==> src/hdl/rpn_pkg.sv <==
`timescale 1ns / 1ps
// ----------------------------------------------------------------------------
// rpn_pkg
// Shared types, codes and sizes for the postfix stack evaluator.
// ----------------------------------------------------------------------------
package rpn_pkg;

    localparam int STACK_DEPTH = 16;
    localparam int DATA_WIDTH  = 32;
    localparam int VALUE_WIDTH = 32;

    localparam int ADDR_W    = (STACK_DEPTH > 1) ? $clog2(STACK_DEPTH) : 1;
    localparam int CNT_W     = $clog2(STACK_DEPTH + 1);
    localparam int DIV_CNT_W = $clog2(DATA_WIDTH);

    typedef logic signed [DATA_WIDTH-1:0]  data_t;
    typedef logic        [DATA_WIDTH-1:0]  data_u_t;
    typedef logic signed [VALUE_WIDTH-1:0] value_t;
    typedef logic        [ADDR_W-1:0]      addr_t;
    typedef logic        [CNT_W-1:0]       cnt_t;
    typedef logic        [DIV_CNT_W-1:0]   div_cnt_t;

    localparam cnt_t     CNT_ZERO  = cnt_t'(0);
    localparam cnt_t     CNT_ONE   = cnt_t'(1);
    localparam cnt_t     CNT_TWO   = cnt_t'(2);
    localparam cnt_t     CNT_FULL  = cnt_t'(STACK_DEPTH);
    localparam div_cnt_t DIV_LAST  = div_cnt_t'(DATA_WIDTH - 1);

    // token kinds
    typedef enum logic [2:0] {
        CMD_PUSH = 3'd0,
        CMD_ADD  = 3'd1,
        CMD_SUB  = 3'd2,
        CMD_MUL  = 3'd3,
        CMD_DIV  = 3'd4
    } cmd_t;

    // result status codes
    typedef enum logic [2:0] {
        ST_OK        = 3'd0,
        ST_UNDERFLOW = 3'd1,
        ST_OVERFLOW  = 3'd2,
        ST_DIVZERO   = 3'd3,
        ST_LEFTOVER  = 3'd4
    } status_t;

    // stack update chosen for the current token
    typedef enum logic [1:0] {
        ACT_NONE   = 2'd0,
        ACT_PUSH   = 2'd1,
        ACT_REDUCE = 2'd2
    } act_t;

    // controller -> datapath
    typedef struct packed {
        logic accept;    // capture token
        logic exec;      // evaluate token, update sticky error
        logic mul;       // register product
        logic div_step;  // one restoring division step
        logic div_fix;   // apply quotient sign
        logic commit;    // write stack, load result register
    } dp_cmd_t;

    // datapath -> controller
    typedef struct packed {
        logic need_mul;
        logic need_div;
        logic div_last;
        logic out_free;
    } dp_stat_t;

endpackage

==> src/hdl/rpn_chan_if.sv <==
`timescale 1ns / 1ps
// ----------------------------------------------------------------------------
// rpn_chan_if
// Token and result channels of the postfix stack evaluator.
// ----------------------------------------------------------------------------
interface rpn_tok_if;
    logic               valid;
    logic               ready;
    logic [2:0]         cmd;
    logic signed [31:0] number;
    logic               end_of_expr;

    modport source (output valid, output cmd, output number, output end_of_expr,
                    input ready);
    modport sink   (input valid, input cmd, input number, input end_of_expr,
                    output ready);
endinterface

interface rpn_res_if;
    logic               valid;
    logic               ready;
    logic signed [31:0] value;
    logic [2:0]         status;
    logic               done_res;

    modport source (output valid, output value, output status, output done_res,
                    input ready);
    modport sink   (input valid, input value, input status, input done_res,
                    output ready);
endinterface

==> src/hdl/postfix_stack_evaluator_top.sv <==
`timescale 1ns / 1ps
// ----------------------------------------------------------------------------
// postfix_stack_evaluator_top
// Postfix integer expression evaluator on a 16-entry operand stack.
//
// tok : token channel (cmd, number, end_of_expr), valid/ready.
// res : result channel (value, status, done_res), valid/ready; exactly one
//       result transaction per token transaction, in order.
// Tokens are processed one at a time. After acceptance, push, add, subtract
// and unused kinds are evaluated and committed; multiply adds a registered
// 32x32 product, and divide a 32-step restoring divider plus sign fix. The
// next token is taken in the cycle after the result is loaded; the divider
// loop sets the worst case for how long a token occupies the evaluator.
// The result sits in an output register; the next token is accepted and
// evaluated while it waits, and its commit holds until the register frees.
// Errors are sticky until the token flagged end_of_expr, which closes the
// expression and clears the stack and the error.
// Reset empties the stack and clears the error and both channel states;
// stack contents are not cleared and need no clearing pass.
// ----------------------------------------------------------------------------
module postfix_stack_evaluator_top
(
    input  logic       clk,
    input  logic       rst_n,
    rpn_tok_if.sink    tok,
    rpn_res_if.source  res
);

    rpn_pkg::dp_cmd_t  dp_cmd;
    rpn_pkg::dp_stat_t dp_stat;
    logic              tok_ready;

    assign tok.ready = tok_ready;

    rpn_ctrl u_ctrl
    (
        .clk       (clk),
        .rst_n     (rst_n),
        .tok_valid (tok.valid),
        .tok_ready (tok_ready),
        .stat      (dp_stat),
        .cmd       (dp_cmd)
    );

    rpn_datapath u_datapath
    (
        .clk        (clk),
        .rst_n      (rst_n),
        .cmd        (dp_cmd),
        .stat       (dp_stat),
        .tok_cmd    (tok.cmd),
        .tok_number (tok.number),
        .tok_end    (tok.end_of_expr),
        .res_ready  (res.ready),
        .res_valid  (res.valid),
        .res_value  (res.value),
        .res_status (res.status),
        .res_done   (res.done_res)
    );

endmodule

==> src/hdl/rpn_ctrl.sv <==
`timescale 1ns / 1ps
// ----------------------------------------------------------------------------
// rpn_ctrl
// Sequencer: one token at a time through evaluate, multiply or divide,
// and commit.
// ----------------------------------------------------------------------------
module rpn_ctrl
(
    input  logic               clk,
    input  logic               rst_n,
    input  logic               tok_valid,
    output logic               tok_ready,
    input  rpn_pkg::dp_stat_t  stat,
    output rpn_pkg::dp_cmd_t   cmd
);

    typedef enum logic [5:0] {
        S_IDLE = 6'b000001,
        S_EXEC = 6'b000010,
        S_MUL  = 6'b000100,
        S_DIV  = 6'b001000,
        S_DFIX = 6'b010000,
        S_FIN  = 6'b100000
    } state_t;

    state_t state_reg;
    state_t state_next;

    always_comb
    begin
        state_next = state_reg;
        cmd        = '0;
        tok_ready  = 1'b0;
        case (state_reg)
            S_IDLE:
            begin
                tok_ready  = 1'b1;
                cmd.accept = tok_valid;
                if (tok_valid)
                begin
                    state_next = S_EXEC;
                end
            end
            S_EXEC:
            begin
                cmd.exec = 1'b1;
                if (stat.need_mul)
                begin
                    state_next = S_MUL;
                end
                else if (stat.need_div)
                begin
                    state_next = S_DIV;
                end
                else
                begin
                    state_next = S_FIN;
                end
            end
            S_MUL:
            begin
                cmd.mul    = 1'b1;
                state_next = S_FIN;
            end
            S_DIV:
            begin
                cmd.div_step = 1'b1;
                if (stat.div_last)
                begin
                    state_next = S_DFIX;
                end
            end
            S_DFIX:
            begin
                cmd.div_fix = 1'b1;
                state_next  = S_FIN;
            end
            S_FIN:
            begin
                // hold until the result register can take the transaction
                if (stat.out_free)
                begin
                    cmd.commit = 1'b1;
                    state_next = S_IDLE;
                end
            end
            default:
            begin
                state_next = S_IDLE;
            end
        endcase
    end

    always_ff @(posedge clk or negedge rst_n)
    begin
        if (!rst_n)
        begin
            state_reg <= S_IDLE;
        end
        else
        begin
            state_reg <= state_next;
        end
    end

`ifndef SYNTHESIS
    a_onehot_state: assert property (@(posedge clk) disable iff (!rst_n)
        $onehot(state_reg))
        else $error("rpn_ctrl: state register not one-hot");

    a_commit_returns_idle: assert property (@(posedge clk) disable iff (!rst_n)
        cmd.commit |=> (state_reg == S_IDLE))
        else $error("rpn_ctrl: commit not followed by idle");
`endif

endmodule

==> src/hdl/rpn_datapath.sv <==
`timescale 1ns / 1ps
// ----------------------------------------------------------------------------
// rpn_datapath
// Operand stack, ALU, serial divider, sticky error and result register.
// ----------------------------------------------------------------------------
module rpn_datapath
(
    input  logic                clk,
    input  logic                rst_n,
    input  rpn_pkg::dp_cmd_t    cmd,
    output rpn_pkg::dp_stat_t   stat,
    input  logic [2:0]          tok_cmd,
    input  logic signed [31:0]  tok_number,
    input  logic                tok_end,
    input  logic                res_ready,
    output logic                res_valid,
    output logic signed [31:0]  res_value,
    output logic [2:0]          res_status,
    output logic                res_done
);

    // operand stack
    rpn_pkg::data_t   mem [rpn_pkg::STACK_DEPTH];
    rpn_pkg::data_t   rd_l_reg;
    rpn_pkg::data_t   rd_r_reg;

    // control state
    rpn_pkg::cnt_t    cnt_reg;
    rpn_pkg::status_t sticky_reg;
    rpn_pkg::act_t    act_reg;
    logic             out_valid_reg;

    // token and work registers
    logic [2:0]           op_reg;
    rpn_pkg::data_t       num_reg;
    logic                 end_reg;
    rpn_pkg::data_t       res_reg;
    rpn_pkg::data_u_t     quo_reg;
    rpn_pkg::data_u_t     rem_reg;
    rpn_pkg::data_u_t     dvs_reg;
    logic                 neg_reg;
    rpn_pkg::div_cnt_t    step_reg;
    rpn_pkg::value_t      value_reg;
    rpn_pkg::status_t     status_reg;
    logic                 done_reg;

    rpn_pkg::cnt_t        cnt_m1;
    rpn_pkg::cnt_t        cnt_m2;
    rpn_pkg::cnt_t        cnt_new;
    rpn_pkg::addr_t       wr_idx;

    rpn_pkg::act_t        ev_act;
    rpn_pkg::status_t     ev_err;
    rpn_pkg::data_t       ev_res;
    logic                 ev_mul;
    logic                 ev_div;

    rpn_pkg::data_t       prod;
    logic [rpn_pkg::DATA_WIDTH:0] rem_shift;
    logic [rpn_pkg::DATA_WIDTH:0] rem_diff;
    rpn_pkg::data_u_t     mag_l;
    rpn_pkg::data_u_t     mag_r;
    rpn_pkg::data_u_t     quo_neg;

    rpn_pkg::data_t       fin_value;
    rpn_pkg::status_t     fin_status;

    assign cnt_m1 = cnt_reg - rpn_pkg::CNT_ONE;
    assign cnt_m2 = cnt_reg - rpn_pkg::CNT_TWO;

    // ---------------- token evaluation ----------------
    always_comb
    begin
        ev_act = rpn_pkg::ACT_NONE;
        ev_err = sticky_reg;
        ev_res = num_reg;
        ev_mul = 1'b0;
        ev_div = 1'b0;
        if (sticky_reg == rpn_pkg::ST_OK)
        begin
            if (op_reg == rpn_pkg::CMD_PUSH)
            begin
                if (cnt_reg >= rpn_pkg::CNT_FULL)
                begin
                    ev_err = rpn_pkg::ST_OVERFLOW;
                end
                else
                begin
                    ev_act = rpn_pkg::ACT_PUSH;
                end
            end
            else if (op_reg inside {rpn_pkg::CMD_ADD, rpn_pkg::CMD_SUB,
                                    rpn_pkg::CMD_MUL, rpn_pkg::CMD_DIV})
            begin
                if (cnt_reg < rpn_pkg::CNT_TWO)
                begin
                    ev_err = rpn_pkg::ST_UNDERFLOW;
                end
                else if (op_reg == rpn_pkg::CMD_DIV && rd_r_reg == '0)
                begin
                    ev_err = rpn_pkg::ST_DIVZERO;
                end
                else
                begin
                    ev_act = rpn_pkg::ACT_REDUCE;
                    ev_res = (op_reg == rpn_pkg::CMD_SUB) ? rd_l_reg - rd_r_reg
                                                          : rd_l_reg + rd_r_reg;
                    ev_mul = (op_reg == rpn_pkg::CMD_MUL);
                    ev_div = (op_reg == rpn_pkg::CMD_DIV);
                end
            end
        end
    end

    assign stat.need_mul = ev_mul;
    assign stat.need_div = ev_div;
    assign stat.div_last = (step_reg == rpn_pkg::DIV_LAST);
    assign stat.out_free = !out_valid_reg || res_ready;

    // ---------------- arithmetic ----------------
    assign prod      = rd_l_reg * rd_r_reg;
    assign mag_l     = rd_l_reg[rpn_pkg::DATA_WIDTH-1] ? rpn_pkg::data_u_t'(-rd_l_reg)
                                                       : rpn_pkg::data_u_t'(rd_l_reg);
    assign mag_r     = rd_r_reg[rpn_pkg::DATA_WIDTH-1] ? rpn_pkg::data_u_t'(-rd_r_reg)
                                                       : rpn_pkg::data_u_t'(rd_r_reg);
    assign rem_shift = {rem_reg, quo_reg[rpn_pkg::DATA_WIDTH-1]};
    assign rem_diff  = rem_shift - {1'b0, dvs_reg};
    assign quo_neg   = ~quo_reg + rpn_pkg::data_u_t'(1);

    // ---------------- commit ----------------
    always_comb
    begin
        case (act_reg)
            rpn_pkg::ACT_PUSH:   cnt_new = cnt_reg + rpn_pkg::CNT_ONE;
            rpn_pkg::ACT_REDUCE: cnt_new = cnt_m1;
            default:             cnt_new = cnt_reg;
        endcase
        wr_idx = (act_reg == rpn_pkg::ACT_PUSH) ? cnt_reg[rpn_pkg::ADDR_W-1:0]
                                                : cnt_m2[rpn_pkg::ADDR_W-1:0];

        fin_status = sticky_reg;
        fin_value  = (act_reg == rpn_pkg::ACT_NONE) ? '0 : res_reg;
        if (sticky_reg != rpn_pkg::ST_OK)
        begin
            fin_value = '0;
        end
        else if (end_reg)
        begin
            if (cnt_new == rpn_pkg::CNT_ONE)
            begin
                // a token with no stack effect leaves the bottom entry on the read port
                fin_value = (act_reg == rpn_pkg::ACT_NONE) ? rd_r_reg : res_reg;
            end
            else
            begin
                fin_value  = '0;
                fin_status = (cnt_new == rpn_pkg::CNT_ZERO) ? rpn_pkg::ST_UNDERFLOW
                                                            : rpn_pkg::ST_LEFTOVER;
            end
        end
    end

    // ---------------- stack memory ----------------
    always_ff @(posedge clk)
    begin
        if (cmd.commit && act_reg != rpn_pkg::ACT_NONE)
        begin
            mem[wr_idx] <= res_reg;
        end
    end

    always_ff @(posedge clk)
    begin
        rd_l_reg <= mem[cnt_m2[rpn_pkg::ADDR_W-1:0]];
        rd_r_reg <= mem[cnt_m1[rpn_pkg::ADDR_W-1:0]];
    end

    // ---------------- control registers ----------------
    always_ff @(posedge clk or negedge rst_n)
    begin
        if (!rst_n)
        begin
            cnt_reg       <= rpn_pkg::CNT_ZERO;
            sticky_reg    <= rpn_pkg::ST_OK;
            act_reg       <= rpn_pkg::ACT_NONE;
            out_valid_reg <= 1'b0;
        end
        else
        begin
            if (cmd.exec)
            begin
                sticky_reg <= ev_err;
                act_reg    <= ev_act;
            end
            if (cmd.commit)
            begin
                out_valid_reg <= 1'b1;
                if (end_reg)
                begin
                    cnt_reg    <= rpn_pkg::CNT_ZERO;
                    sticky_reg <= rpn_pkg::ST_OK;
                end
                else
                begin
                    cnt_reg <= cnt_new;
                end
            end
            else if (res_ready)
            begin
                out_valid_reg <= 1'b0;
            end
        end
    end

    // ---------------- payload registers ----------------
    always_ff @(posedge clk)
    begin
        if (cmd.accept)
        begin
            op_reg  <= tok_cmd;
            num_reg <= rpn_pkg::data_t'(tok_number);
            end_reg <= tok_end;
        end
        if (cmd.exec)
        begin
            res_reg  <= ev_res;
            quo_reg  <= mag_l;
            rem_reg  <= '0;
            dvs_reg  <= mag_r;
            neg_reg  <= rd_l_reg[rpn_pkg::DATA_WIDTH-1] ^ rd_r_reg[rpn_pkg::DATA_WIDTH-1];
            step_reg <= '0;
        end
        if (cmd.mul)
        begin
            res_reg <= prod;
        end
        if (cmd.div_step)
        begin
            step_reg <= step_reg + rpn_pkg::div_cnt_t'(1);
            if (!rem_diff[rpn_pkg::DATA_WIDTH])
            begin
                rem_reg <= rem_diff[rpn_pkg::DATA_WIDTH-1:0];
                quo_reg <= {quo_reg[rpn_pkg::DATA_WIDTH-2:0], 1'b1};
            end
            else
            begin
                rem_reg <= rem_shift[rpn_pkg::DATA_WIDTH-1:0];
                quo_reg <= {quo_reg[rpn_pkg::DATA_WIDTH-2:0], 1'b0};
            end
        end
        if (cmd.div_fix)
        begin
            res_reg <= rpn_pkg::data_t'(neg_reg ? quo_neg : quo_reg);
        end
        if (cmd.commit)
        begin
            value_reg  <= rpn_pkg::value_t'(fin_value);
            status_reg <= fin_status;
            done_reg   <= end_reg;
        end
    end

    assign res_valid  = out_valid_reg;
    assign res_value  = value_reg;
    assign res_status = status_reg;
    assign res_done   = done_reg;

`ifndef SYNTHESIS
    a_cnt_bound: assert property (@(posedge clk) disable iff (!rst_n)
        cnt_reg <= rpn_pkg::CNT_FULL)
        else $error("rpn_datapath: stack count beyond depth");

    a_end_clears: assert property (@(posedge clk) disable iff (!rst_n)
        (cmd.commit && end_reg) |=>
            (cnt_reg == rpn_pkg::CNT_ZERO && sticky_reg == rpn_pkg::ST_OK))
        else $error("rpn_datapath: stack not cleared at end of expression");

    a_commit_room: assert property (@(posedge clk) disable iff (!rst_n)
        cmd.commit |-> (!out_valid_reg || res_ready))
        else $error("rpn_datapath: result overwritten before taken");

    a_err_zero_value: assert property (@(posedge clk) disable iff (!rst_n)
        $past(cmd.commit) && status_reg != rpn_pkg::ST_OK |-> value_reg == '0)
        else $error("rpn_datapath: nonzero value with error status");
`endif

endmodule
==> src/flat_wrapper.sv <==
// flat-port wrapper written by rule: the top's interface ports become plain ports
module postfix_stack_evaluator_top_flat 
  (clk, rst_n, tok_valid, tok_cmd, tok_number, tok_end_of_expr, tok_ready, res_valid, res_value, res_status, res_done_res, res_ready);
  rpn_tok_if tok_i ();
  rpn_res_if res_i ();
  input  logic clk;
  input  logic rst_n;
  input wire logic [$bits(tok_i.valid)-1:0] tok_valid;
  input wire logic [$bits(tok_i.cmd)-1:0] tok_cmd;
  input wire logic [$bits(tok_i.number)-1:0] tok_number;
  input wire logic [$bits(tok_i.end_of_expr)-1:0] tok_end_of_expr;
  output wire logic [$bits(tok_i.ready)-1:0] tok_ready;
  output wire logic [$bits(res_i.valid)-1:0] res_valid;
  output wire logic [$bits(res_i.value)-1:0] res_value;
  output wire logic [$bits(res_i.status)-1:0] res_status;
  output wire logic [$bits(res_i.done_res)-1:0] res_done_res;
  input wire logic [$bits(res_i.ready)-1:0] res_ready;
  assign tok_i.valid = tok_valid;
  assign tok_i.cmd = tok_cmd;
  assign tok_i.number = tok_number;
  assign tok_i.end_of_expr = tok_end_of_expr;
  assign tok_ready = tok_i.ready;
  assign res_valid = res_i.valid;
  assign res_value = res_i.value;
  assign res_status = res_i.status;
  assign res_done_res = res_i.done_res;
  assign res_i.ready = res_ready;
  postfix_stack_evaluator_top u_core (.clk(clk), .rst_n(rst_n), .tok(tok_i), .res(res_i));
endmodule
==> config.mk <==
export PLATFORM = sky130hd
export DESIGN_NAME = postfix_stack_evaluator_top_flat
export DESIGN_NICKNAME = d
export VERILOG_FILES = /design/src/hdl/rpn_pkg.sv /design/src/hdl/rpn_chan_if.sv /design/src/hdl/postfix_stack_evaluator_top.sv /design/src/hdl/rpn_ctrl.sv /design/src/hdl/rpn_datapath.sv /design/src/flat_wrapper.sv
export SDC_FILE = /design/constraint.sdc
export NUM_CORES = 2
export LEC_CHECK = 0
export BUFFER_PORTS_ARGS = -buffer_cell sky130_fd_sc_hd__buf_2
export CAP_MARGIN = 40
export CORE_ASPECT_RATIO = 1.25
export CORE_MARGIN = 3
export CORE_UTILIZATION = 50
export CTS_CLUSTER_DIAMETER = 50
export DETAILED_ROUTE_END_ITERATION = 6
export HOLD_SLACK_MARGIN = 0.02
export PLACE_DENSITY = 0.73
export SLEW_MARGIN = 20
export SYNTH_ARGS = -nofsm -noshare
export SYNTH_HDL_FRONTEND = slang
export SYNTH_SLANG_ARGS = --single-unit
==> constraint.sdc <==
create_clock -name clk -period 23.6 [get_ports clk]
set_clock_uncertainty 0.15 [all_clocks]
set_input_delay 7.08 -clock clk [delete_from_list [all_inputs] [get_ports clk]]
set_output_delay 7.08 -clock clk [all_outputs]
set_load 0.02 [all_outputs]
======== Yosys cells after proc, flatten, opt, wreduce, memory -nomap -nowiden ========
Memories as Yosys holds them, arrays and structs flattened. A register that Yosys moved wholly into a read port is not among the register bits.
Index checks and enable logic that the tools add are counted.
W data, S select, Z words.
word-level totals
  bits of input ports ..................... 40
  memories kept ........................... 1
  register bits after elaboration ......... 223
  memory bits (writable) .................. 512
memories
  memory                 words  width  read ports  clocked after Yosys merged registers in  wr ports  line                RTL
  u_core.u_datapath.mem  16     32     2           2                                        1         rpn_datapath.sv:23  rpn_pkg::data_t mem [rpn_pkg::STACK_DEPTH];
operators by class
  bitwise operators ....................... 2
  order comparisons ....................... 2
  $add $sub $neg .......................... 10
  reductions and logical operators ........ 17
  multiply operators ...................... 1
  muxes and demuxes ....................... 74
  eq/ne operators ......................... 17
operator list
  cell                     number
  $mux W32                 20
  $neg A32 Y32             2
  $mux W3                  13
  $sub A33 B32 Y33         1
  $add A32 B1 Y32 const B  1
  $add A32 B32 Y32         1
  $logic_not A32 Y1        1
  $mul A32 B32 Y32         1
  $not A32 Y32             1
  $sub A32 B32 Y32         1
  $mux W31                 1
  $mux W6                  5
  $pmux W6 S5              1
  $mux W1                  24
  $mux W5                  3
  $add A5 B1 Y5 const B    2
  $mux W2                  5
  $pmux W5 S2              1
  $eq A3 B2 Y1 const B     2
  $eq A6 B1 Y1 const B     1
  $eq A6 B2 Y1 const B     1
  $eq A6 B3 Y1 const B     1
  $eq A6 B4 Y1 const B     1
  $eq A6 B5 Y1 const B     1
  other kinds (26)         32

======== Logic depth before layout (Yosys ltp) ========
  depth in word-level cells ............... 10
  gate-level depth with buffers ........... 29
  gate-level depth less buffers ........... 27

======== Modules after synthesis ========
Synthesis repeated with hierarchy kept, for this count alone.
second synthesis, totals
  cell total of the unflattened synthesis .. 4427
  area, all modules ....................... 55958.7 µm²
by module, submodules not included
  module        sequential area each (µm²)  instances  area each (µm²)  cells an instance
  rpn_datapath  23117.2                     1          55574.6          4384
  rpn_ctrl      151.4                       1          384.1            43

======== Worst setup path after synthesis ========
OpenSTA, ideal clock, no wires.
  path kind ............................... input port to flip-flop
  from .................................... input port res_ready
  to ...................................... memory u_core.u_datapath.mem[1][0] (netlist name), enable pin
  slack ................................... 13.833 ns
  library setup time ...................... 0.421 ns
  data arrival time ....................... 9.196 ns
  required time ........................... 23.029 ns
  stages on the path ...................... 6
  cells stage by stage .................... nand2b_1 -> nand2b_1 -> clkbuf_1 -> nor3b_1 -> nand2_1 -> nor2_1
on the way
  word-level cells in the longest chain between the ends .. 6
ends and longest elaborated chain
  item                           line                 RTL
  start: declaration             flat_wrapper.sv:17   input wire logic [$bits(res_i.ready)-1:0] res_ready;
  $logic_or A1 B1 Y1             rpn_datapath.sv:118  assign stat.out_free = !out_valid_reg || res_ready;
  $mux W1                        rpn_ctrl.sv:81       if (stat.out_free)
  $mux W1                        rpn_ctrl.sv:34       case (state_reg)
  $logic_and A1 B1 Y1            rpn_datapath.sv:166  if (cmd.commit && act_reg != rpn_pkg::ACT_NONE)
  $mux W1                        rpn_datapath.sv:166
  $mux W1 (not written as such)  rpn_datapath.sv:168  mem[wr_idx] <= res_reg;
  end: declaration               rpn_datapath.sv:23
Every way passes these cells.

======== Final worst setup path ========
  from .................................... register u_core.u_ctrl.state_reg[3]
  to ...................................... output port tok_ready
on the way
  word-level cells in the longest chain between the ends .. 2
ends and longest elaborated chain
  item                      line                RTL
  start: declaration        rpn_ctrl.sv:26      state_t state_reg;
  start signal: assignment  rpn_ctrl.sv:102     state_reg <= state_next;
  $eq A6 B1 Y1              rpn_ctrl.sv:34
  $mux W1                   rpn_ctrl.sv:34
  end: declaration          flat_wrapper.sv:12  output wire logic [$bits(tok_i.ready)-1:0] tok_ready;
Every way passes these cells.

==> summary.md <==
| Metric | Value |
|---|---|
| Routed len/inst | `26.2 µm` |
| Async set-or-reset flop fraction in the synthesized netlist | `2.13%` |
| Hold crit path type | `flop to flop` |
| First DRT Iteration DRCs | `3661` |
| Hold Buf Count CTS | `0` |
| Arrival time worst endpoint | `about 2.1 ns` |
| Post-Syn Area | `about 56000 µm²` |
| Area fraction of the dominant cell type after synthesis | `between 30% and 40%` |
| Area grow syn2layout | `9.48%` |
| Compound-cell area share of the yosys netlist | `5.36%` |
| Initial antenna violation count | `8` |
| Crit Path Category | `flop to primary output` |
| Worst-Margin Slew | `1.14 ns` |
| Vias/cell | `slightly above 6` |
| Largest family of logic cells by synthesized area | `adder cells` |
| Clock transition at path regs | `~0.060 ns` |
| Skew-Pair Late Insertion Delay | `0.67 ns` |
| Most numerous cell in the Yosys netlist | `edfxtp_1` |
| Via count | `36200` |
| Synthesized area per cell | `12.8 µm²` |
| CTS resizes | `0` |
| Placed Area | `between 50000 and 60000 µm²` |
| Cts bufs inserted | `about 90` |
| Die Area | `~120000 µm²` |
| Yosys warning total | `0` |
| Syn nets | `between 5000 and 6000` |
| Prevailing post-synth register cell | `edfxtp_1` |
| Worst-path fanout max | `5` |
| GPL Wtd Cong | `around 0.95` |
| RSZ-0062 raised after global routing | `no` |
| CTS tree | `built` |
| Post-detail-place hpwl | `~100000 µm` |
| Fin crit share | `around two fifths` |
| Max clock buf depth | `3` |
| Max-slew violation count | `0` |
| Max Cap Viol | `0` |
| Congestion Overflow GR | `0` |
| Die Span X | `305 µm` |
| Max reg flops | `between 500 and 600` |
| Max-slew headroom | `24.2%` |
| DRC Markers | `0` |
| Multiplexer share of the synthesized area | `between 10% and 20%` |
| Vias in the first global route | `38000` |
| Final-layout fill cell count | `slightly below 9000` |
| Buffers on Ports | `between 70 and 80` |
| Setup TNS | `0 ns` |
| Setup-failing EPs final | `0` |
| GRT Overall Usage | `a little over a quarter` |
| Fin crit period | `just over 9 ns` |
| Core area | `110000 µm²` |
| Nets | `between 5000 and 6000` |
| Initial Utilization | `~51%` |
| Top cells by count, synth | `718 x edfxtp_1, 483 x inv_1, 410 x fa_1` |
| Number of failing hold endpoints at the final stage | `0` |
| Initial DRT Pass Iterations | `6` |
| F_max | `~110 MHz` |
| Post-synthesis xor/xnor area fraction | `4.17%` |
| #FFs+latches synth | `around 800` |
| Post-Route WL | `between 150000 and 200000 µm` |
| Design Area, Final | `between 60000 and 70000 µm²` |
| Die Y | `about 380 µm` |
| Post-synth EDFFs | `718` |
| Register area share after synthesis | `around two fifths` |
| Synth Area in Adders | `between 10% and 20%` |
| Mapped Cells | `4365` |
| Largest net degree at the start of global routing | `123` |
| Status | `completed` |
| Post-Synth Simple-Gate Area | `10.1%` |
| Layout cells sized above 1 | `15.9%` |
| Setup repair bufs after CTS | `0` |
| Area leader, netlist | `edfxtp_1` |
| Worst EP required | `16.37 ns` |
| Critical Path Source Type | `flop` |
| Crit path capture type | `primary output` |
| H-Tree Depth | `3` |
| Remaining antenna violation count after routing | `0` |
| Synth cell types | `78` |
| Largest Register | `u_core.u_datapath.mem` |
| First-pass GRT wire length | `234000 µm` |
| I/O Pins | `78` |
| Sink Count | `799` |
| Top post-synthesis cells by area | `edfxtp_1 39%, fa_1 15%, mux4_2 13%` |
| Row cnt | `roughly 140` |
| CTS root buf | `clkbuf_16` |
## path summary, 6_finish.rpt
| kind | slack (ns) | endpoint | depth (start not counted) | startpoint |
|---|---|---|---|---|
| max | 14.31 | tok_ready | 4 | u_core.u_ctrl.state_reg[3] |
| min | 0.39 | u_core.u_datapath.res_valid | 2 | u_core.u_datapath.res_valid |
| max reg2reg | 14.97 | u_core.u_datapath.res_reg[30] | 26 | u_core.u_datapath.rd_l_reg[9] |
| min reg2reg | 0.39 | u_core.u_datapath.res_valid | 2 | u_core.u_datapath.res_valid |
| max in group asynchronous | 16.69 | u_core.u_datapath.cnt_reg[0] | 1 | rst_n |
| min in group asynchronous | 6.22 | u_core.u_datapath.res_valid | 1 | rst_n |
## cells in the final DEF, fill, tap and decap left out, types with 37 or more instances in the layout
master     instances
mux2i_1           37
nand2b_1          41
buf_2             77
and2_1           360
dfxtp_1           60
a21oi_1          153
clkbuf_16         90
o21ai_0           99
fa_1             410
buf_4             79
nor3_1            38
edfxtp_1         718
inv_1            482
xnor2_1          143
nand2_1          329
ha_1             224
mux4_2           320
xor2_1           116
nor2_1           132
## kinds of logic (layout without fill, tap and decap cells)
group                      Yosys count  count (layout)
AOI/OAI and AO/OA                  472             472
xor gates and xnor gates           263             263
other                                0               4
DFF                                799             799
muxes                              360             360
adders and majority gates          637             637
buffers and inverters              751             821
and+or+nand+nor                   1083            1083
## final cells by class
cell class                 instances  area [µm²]  area share, %
clock buffer                     108        2360           3.87
clock inverter                    55         532          0.872
inverter                         484        1820           2.98
antenna                            4        10.0         0.0164
tap                             1449        1810           2.97
timing repair buffer             174        1370           2.24
multi-input combinational       2815       29800           48.9
sequential                       799       23300           38.2
## per-layer routing
| layer | up-vias | GRT usage (%) | wire length, µm |
|---|---|---|---|
| li1 | 15300 | - | - |
| met4 | 6 | 14.9 | 9320 |
| met5 | - | 0 | 39 |
| met2 | 1930 | 45.6 | 75400 |
| met3 | 456 | 5.08 | 14100 |
| met1 | 18500 | 33.1 | 55400 |
## worst max-delay path: stages (launching register included)
cell,delay (ns)
dfrtp_1,0.42
nor4_1,0.38
nand3b_1,0.21
inv_1,0.13
buf_2,0.25
## through the flow
step	cells	hold slack (ns)	util (%)	setup WS (ns)
6_report	5888	0.390	55.3	14.31
5_1_grt	5884	0.436	55.3	14.11
4_1_cts	5882	0.395	55.2	14.29
3_5_place_dp	5719	0.387	52.6	13.94
3_3_place_gp	5703	0.377	52.3	13.83
2_1_floorplan	4365	0.274	-	13.83
Power is left out: the tool's default activity adds up to more than one toggle a clock period on the data nets, which glitch-free logic cannot reach.
